--- src/sv/frs_pkg.sv ---
// ----------------------------------------------------------------------------
// frs_pkg: shared types, constants and arithmetic helpers
// Operation codes, register indexes, reset values and the front/back token.
// ----------------------------------------------------------------------------
package frs_pkg;

	localparam int FracBitsDef = 16;
	localparam int MaxElementsDef = 4096;
	localparam int DenomGuardDef = 1;

	typedef enum logic [1:0] {
		OP_ACC = 2'd0,
		OP_DECIDE = 2'd1,
		OP_UPDATE = 2'd2,
		OP_RESTART = 2'd3
	} op_t;

	typedef enum logic [2:0] {
		REG_STEP_MAX = 3'd0,
		REG_STEP_MIN = 3'd1,
		REG_GROW = 3'd2,
		REG_SHRINK = 3'd3,
		REG_DECAY = 3'd4,
		REG_DAMP_START = 3'd5,
		REG_GOOD_NEEDED = 3'd6,
		REG_FORCE_LIMIT = 3'd7
	} reg_idx_t;

	localparam logic [31:0] RstStepMax = 32'd1677722;
	localparam logic [31:0] RstStepMin = 32'd16777;
	localparam logic [31:0] RstGrow = 32'd1181116006;
	localparam logic [31:0] RstShrink = 32'd536870912;
	localparam logic [31:0] RstDecay = 32'd1063004406;
	localparam logic [30:0] RstDampStart = 31'd107374182;
	localparam logic [7:0] RstGoodNeeded = 8'd5;
	localparam logic [31:0] RstForceLimit = 32'd655360;
	localparam logic [31:0] OneQ30 = 32'h4000_0000;
	localparam logic [63:0] SumCap = 64'h7FFF_FFFF_FFFF_FFFF;

	typedef struct packed {
		logic [31:0] step_max;
		logic [31:0] step_min;
		logic [31:0] grow_factor;
		logic [31:0] shrink_factor;
		logic [31:0] damping_decay;
		logic [30:0] damping_start;
		logic [7:0] good_steps_needed;
		logic [31:0] force_limit;
	} cfg_t;

	// classified word handed from the front to the back
	typedef struct packed {
		op_t op;
		logic [31:0] position;
		logic [31:0] velocity;
		logic [31:0] force_req;
		logic [31:0] inverse_mass;
	} tok_t;

	function automatic logic [31:0] satu32(input logic [63:0] x);
		satu32 = (x[63:32] != 32'd0) ? 32'hFFFF_FFFF : x[31:0];
	endfunction

	function automatic logic signed [31:0] sat32(input logic signed [63:0] x);
		if (x > 64'sd2147483647) sat32 = 32'sh7FFF_FFFF;
		else if (x < -64'sd2147483648) sat32 = 32'sh8000_0000;
		else sat32 = x[31:0];
	endfunction

endpackage

--- src/sv/frs_front.sv ---
// ----------------------------------------------------------------------------
// frs_front: input stage and token queue
// Buffers classified input words in a short FIFO for the back end.
// ----------------------------------------------------------------------------
module frs_front import frs_pkg::*; (
	input logic clk,
	input logic arst_n,
	input logic in_valid,
	output logic in_ready,
	input tok_t in_tok,
	output logic tok_valid,
	input logic tok_pop,
	output tok_t tok
);
	localparam int Depth = 4;
	tok_t mem_q [Depth];
	logic [1:0] wr_q, rd_q;
	logic [2:0] cnt_q;
	logic push;

	assign in_ready = cnt_q != 3'(Depth);
	assign push = in_valid && in_ready;
	assign tok_valid = cnt_q != 3'd0;
	assign tok = mem_q[rd_q];

	always_ff @(posedge clk) begin
		if (push) mem_q[wr_q] <= in_tok;
	end

	always_ff @(posedge clk or negedge arst_n) begin
		if (!arst_n) begin
			wr_q <= '0;
			rd_q <= '0;
			cnt_q <= '0;
		end else begin
			if (push) wr_q <= wr_q + 2'd1;
			if (tok_pop) rd_q <= rd_q + 2'd1;
			cnt_q <= cnt_q + 3'(push) - 3'(tok_pop);
		end
	end
endmodule

--- config.mk ---
export PLATFORM = sky130hd
export DESIGN_NAME = frs_front
export DESIGN_NICKNAME = d
export VERILOG_FILES = /design/src/sv/frs_pkg.sv /design/src/sv/frs_front.sv
export SDC_FILE = /design/constraint.sdc
export NUM_CORES = 1
export LEC_CHECK = 0
export ABC_CLOCK_PERIOD_IN_PS = 4800
export BUFFER_PORTS_ARGS = -buffer_cell sky130_fd_sc_hd__buf_4
export CAP_MARGIN = 25
export CELL_PAD_IN_SITES_DETAIL_PLACEMENT = 0
export CELL_PAD_IN_SITES_GLOBAL_PLACEMENT = 1
export CORE_MARGIN = 2
export CORE_UTILIZATION = 43
export DETAILED_ROUTE_END_ITERATION = 6
export PLACE_DENSITY_LB_ADDON = 0.2
export SETUP_SLACK_MARGIN = 0.15
export SYNTH_ARGS = -nofsm -noshare
export SYNTH_HDL_FRONTEND = slang
export SYNTH_SLANG_ARGS = --single-unit
--- constraint.sdc ---
create_clock -name clk -period 4.8 [get_ports clk]
set_clock_uncertainty 0.15 [all_clocks]
set_input_delay 0.96 -clock clk [delete_from_list [all_inputs] [get_ports clk]]
set_output_delay 0.96 -clock clk [all_outputs]
set_load 0.01 [all_outputs]
==> results_dict.tcl <==
set metrics [dict create \
    area_growth_pct 23.66 \
    finalPower_mw 14.96 \
    mostFrequentLayoutCell "edfxtp_1" \
    yosysSeqAreaShare_pct 82.24 \
    clockBufferDepth 3 \
    gp_congestion 0.6901 \
    max_freq_mhz 267.7 \
    finalSetupViolCount 0 \
    reg2reg_depth 9 \
    leakagePower_nw 8.038 \
    cts_hold_buf 1 \
    row_count 77 \
    routed_wl_mm 36.13 \
    ys_top_cells_by_area "edfxtp_1 (81%), mux4_2 (15%), dfrtp_1 (0.91%)" \
    grt_pass1_vias 9034 \
    die_h_um 215.3 \
    ys_types 19 \
    arrival_ns 2.63 \
    worst_setup_path_start_kind "flip-flop" \
    synth_nets 861 \
    min_period_ns 3.736 \
    yosysTopAreaCell "edfxtp_1" \
    r2r_slack_ns 2.05 \
    cts_htree_levels 2 \
    clk_latency_ns 0.59 \
    ir_drop_mv 0.3675 \
    cts_buffers 53 \
    crit_path_max_fanout 44 \
    pin_count 266 \
    maxSlewViolCount 0 \
    avgRoutedWirePerCell_um 21.76 \
    dieWidth_um 215.3 \
    required_ns 3.69 \
    rsz0062_at_grt "no" \
    drive_above_1_share_pct 45.69 \
    cap_violations 0 \
    hp-start "tok_pop" \
    relSlewSlack_pct 41.84 \
    die_area_sq_um 46360 \
    pwr_density_cell_nw_per_um2 630.3 \
    antenna_left 0 \
    antenna_cells 0 \
    yosys.area.top_type_share_pct 81.33 \
    antenna_found_initial 0 \
    cts_setup_buffers 0 \
    dp_hpwl_mm 20.93 \
    viasPerCell 5.086 \
    yosys_register_bits 527 \
    crit_type "reg2out" \
    post_cts_resized 0 \
    synthCells 720 \
    reg2reg_to "cnt_q[2]$_DFF_PN0_" \
    stdcell_count 1660 \
    cp-end-kind "primary output" \
    nets 1166 \
    hold_viol 0 \
    finalCritPeriodShare_pct 77.82 \
    yosysWarnings 0 \
    cts_tree "built" \
    grt_first_pass_wirelength_mm 55.18 \
    hold_class "in2reg" \
    status "completed" \
    netlist_area_sq_um 19200 \
    avgSynthCellArea_sq_um 26.67 \
    drc 0 \
    drtIter0Drc 461 \
    vias 8442 \
    tns_ns 0 \
    placed_cells 1561 \
    grt_util_all_layers_pct 15.77 \
    clockRootBuffer "clkbuf_16" \
    setup_slack_ns 1.064 \
    holdPathStages 2 \
    core_area_sq_um 44120 \
    clock-sinks 527 \
    io_buffers 265 \
    final_cell_mix "edfxtp_1 (520), buf_4 (268), mux4_2 (130), clkbuf_16 (55), clkinv_1 (17)" \
    drtPass1Iterations 4 \
    start_util_pct 43.51 \
    fillers 3457 \
    r2r-start "cnt_q[1]$_DFF_PN0_" \
    overflow 0 \
    pre_cts_slack_ns 1.583 \
    grt_max_degree 76 \
    hold_end "rd_q[0]$_DFFE_PN0P_" \
    tightest_slew_ns 0.8725 \
    path_clk_slew_ns 0.06 \
]
==> worst max-delay path by stage <==
| stage | startpoint | end | slack [ns] |
|---|---|---|---|
| after detailed placement | rd_q[0]$_DFFE_PN0P_ | tok[15] | 1.58 |
| after floorplan | in_valid | mem_q[0][0]$_DFFE_PP_ | 1.61 |
| after global routing | rd_q[0]$_DFFE_PN0P_ | tok[79] | 0.86 |
| final | rd_q[0]$_DFFE_PN0P_ | tok[71] | 1.06 |
| after global placement | rd_q[0]$_DFFE_PN0P_ | tok[15] | 1.58 |
| after CTS | rd_q[0]$_DFFE_PN0P_ | tok[15] | 0.93 |
==> power by group <==
| group | switching, mW | internal (mW) |
|---|---|---|
| Sequential | 0.330 | 6.06 |
| Combinational | 2.17 | 2.29 |
| Clock | 1.65 | 2.46 |
==> per-layer routing <==
layer	up-vias	share of wire [%]	global-route usage (%)
li1	3721	-	-
met1	4438	42	21.05
met2	222	48	24.70
met3	61	7.9	5.563
met4	0	1.9	4.506
met5	-	0	0
==> state kept, by name, summed over array words and instances (netlist names) <==
signal	cells
cnt_q	3
mem_q	520
rd_q	2
wr_q	2
==> synthesized netlist by cell type <==
master / number
mux4_2: 130
nand4bb_1: 2
buf_6: 10
dfrtp_1: 7
nand2_1: 2
nand2b_1: 4
xor2_1: 1
xnor2_1: 3
fa_1: 1
ha_1: 6
nor3b_1: 1
clkbuf_1: 4
buf_2: 15
and3b_1: 4
o211ai_1: 2
buf_4: 1
edfxtp_1: 520
or3_1: 1
inv_1: 6
==> worst max-delay path, stage by stage (launching register included) <==
cell and delay (ns):
dfrtp_4 0.84, buf_12 0.40, mux4_2 0.57, buf_4 0.16
==> cell type report <==
cell class	count	area (sq um)	share of cell area [%]
inverters	6	22.52	0.09486
clock inverters	35	341.6	1.439
clock buffers	63	1406	5.923
multi-input cells	157	3192	13.44
flip-flops and latches	527	15800	66.54
repair buffers	280	2242	9.443
well taps	592	740.7	3.120
==> per-stage QoR <==
| stage | hold slack [ns] | util [%] | cell area [sq um] |
|---|---|---|---|
| finish | 0.4181 | 53.81 | 23740 |
| global route | 0.3793 | 53.81 | 23740 |
| CTS | 0.3684 | 53.81 | 23740 |
| detailed placement | 0.4149 | 49.82 | 21980 |
| global placement | 0.4231 | 49.82 | 21980 |
| floorplan | 0.3731 | - | 19200 |
==> cell families after synthesis <==
group | share of synthesized area (%)
DFF | 82.24
xor gates and xnor gates | 0.1825
buffers and inverters | 1.212
and+or+nand+nor | 0.5409
AOI/OAI and AO/OA | 0.07818
muxes | 15.25
adders and majority gates | 0.4953
No activity file was read; power rests on OpenSTA's default activity.
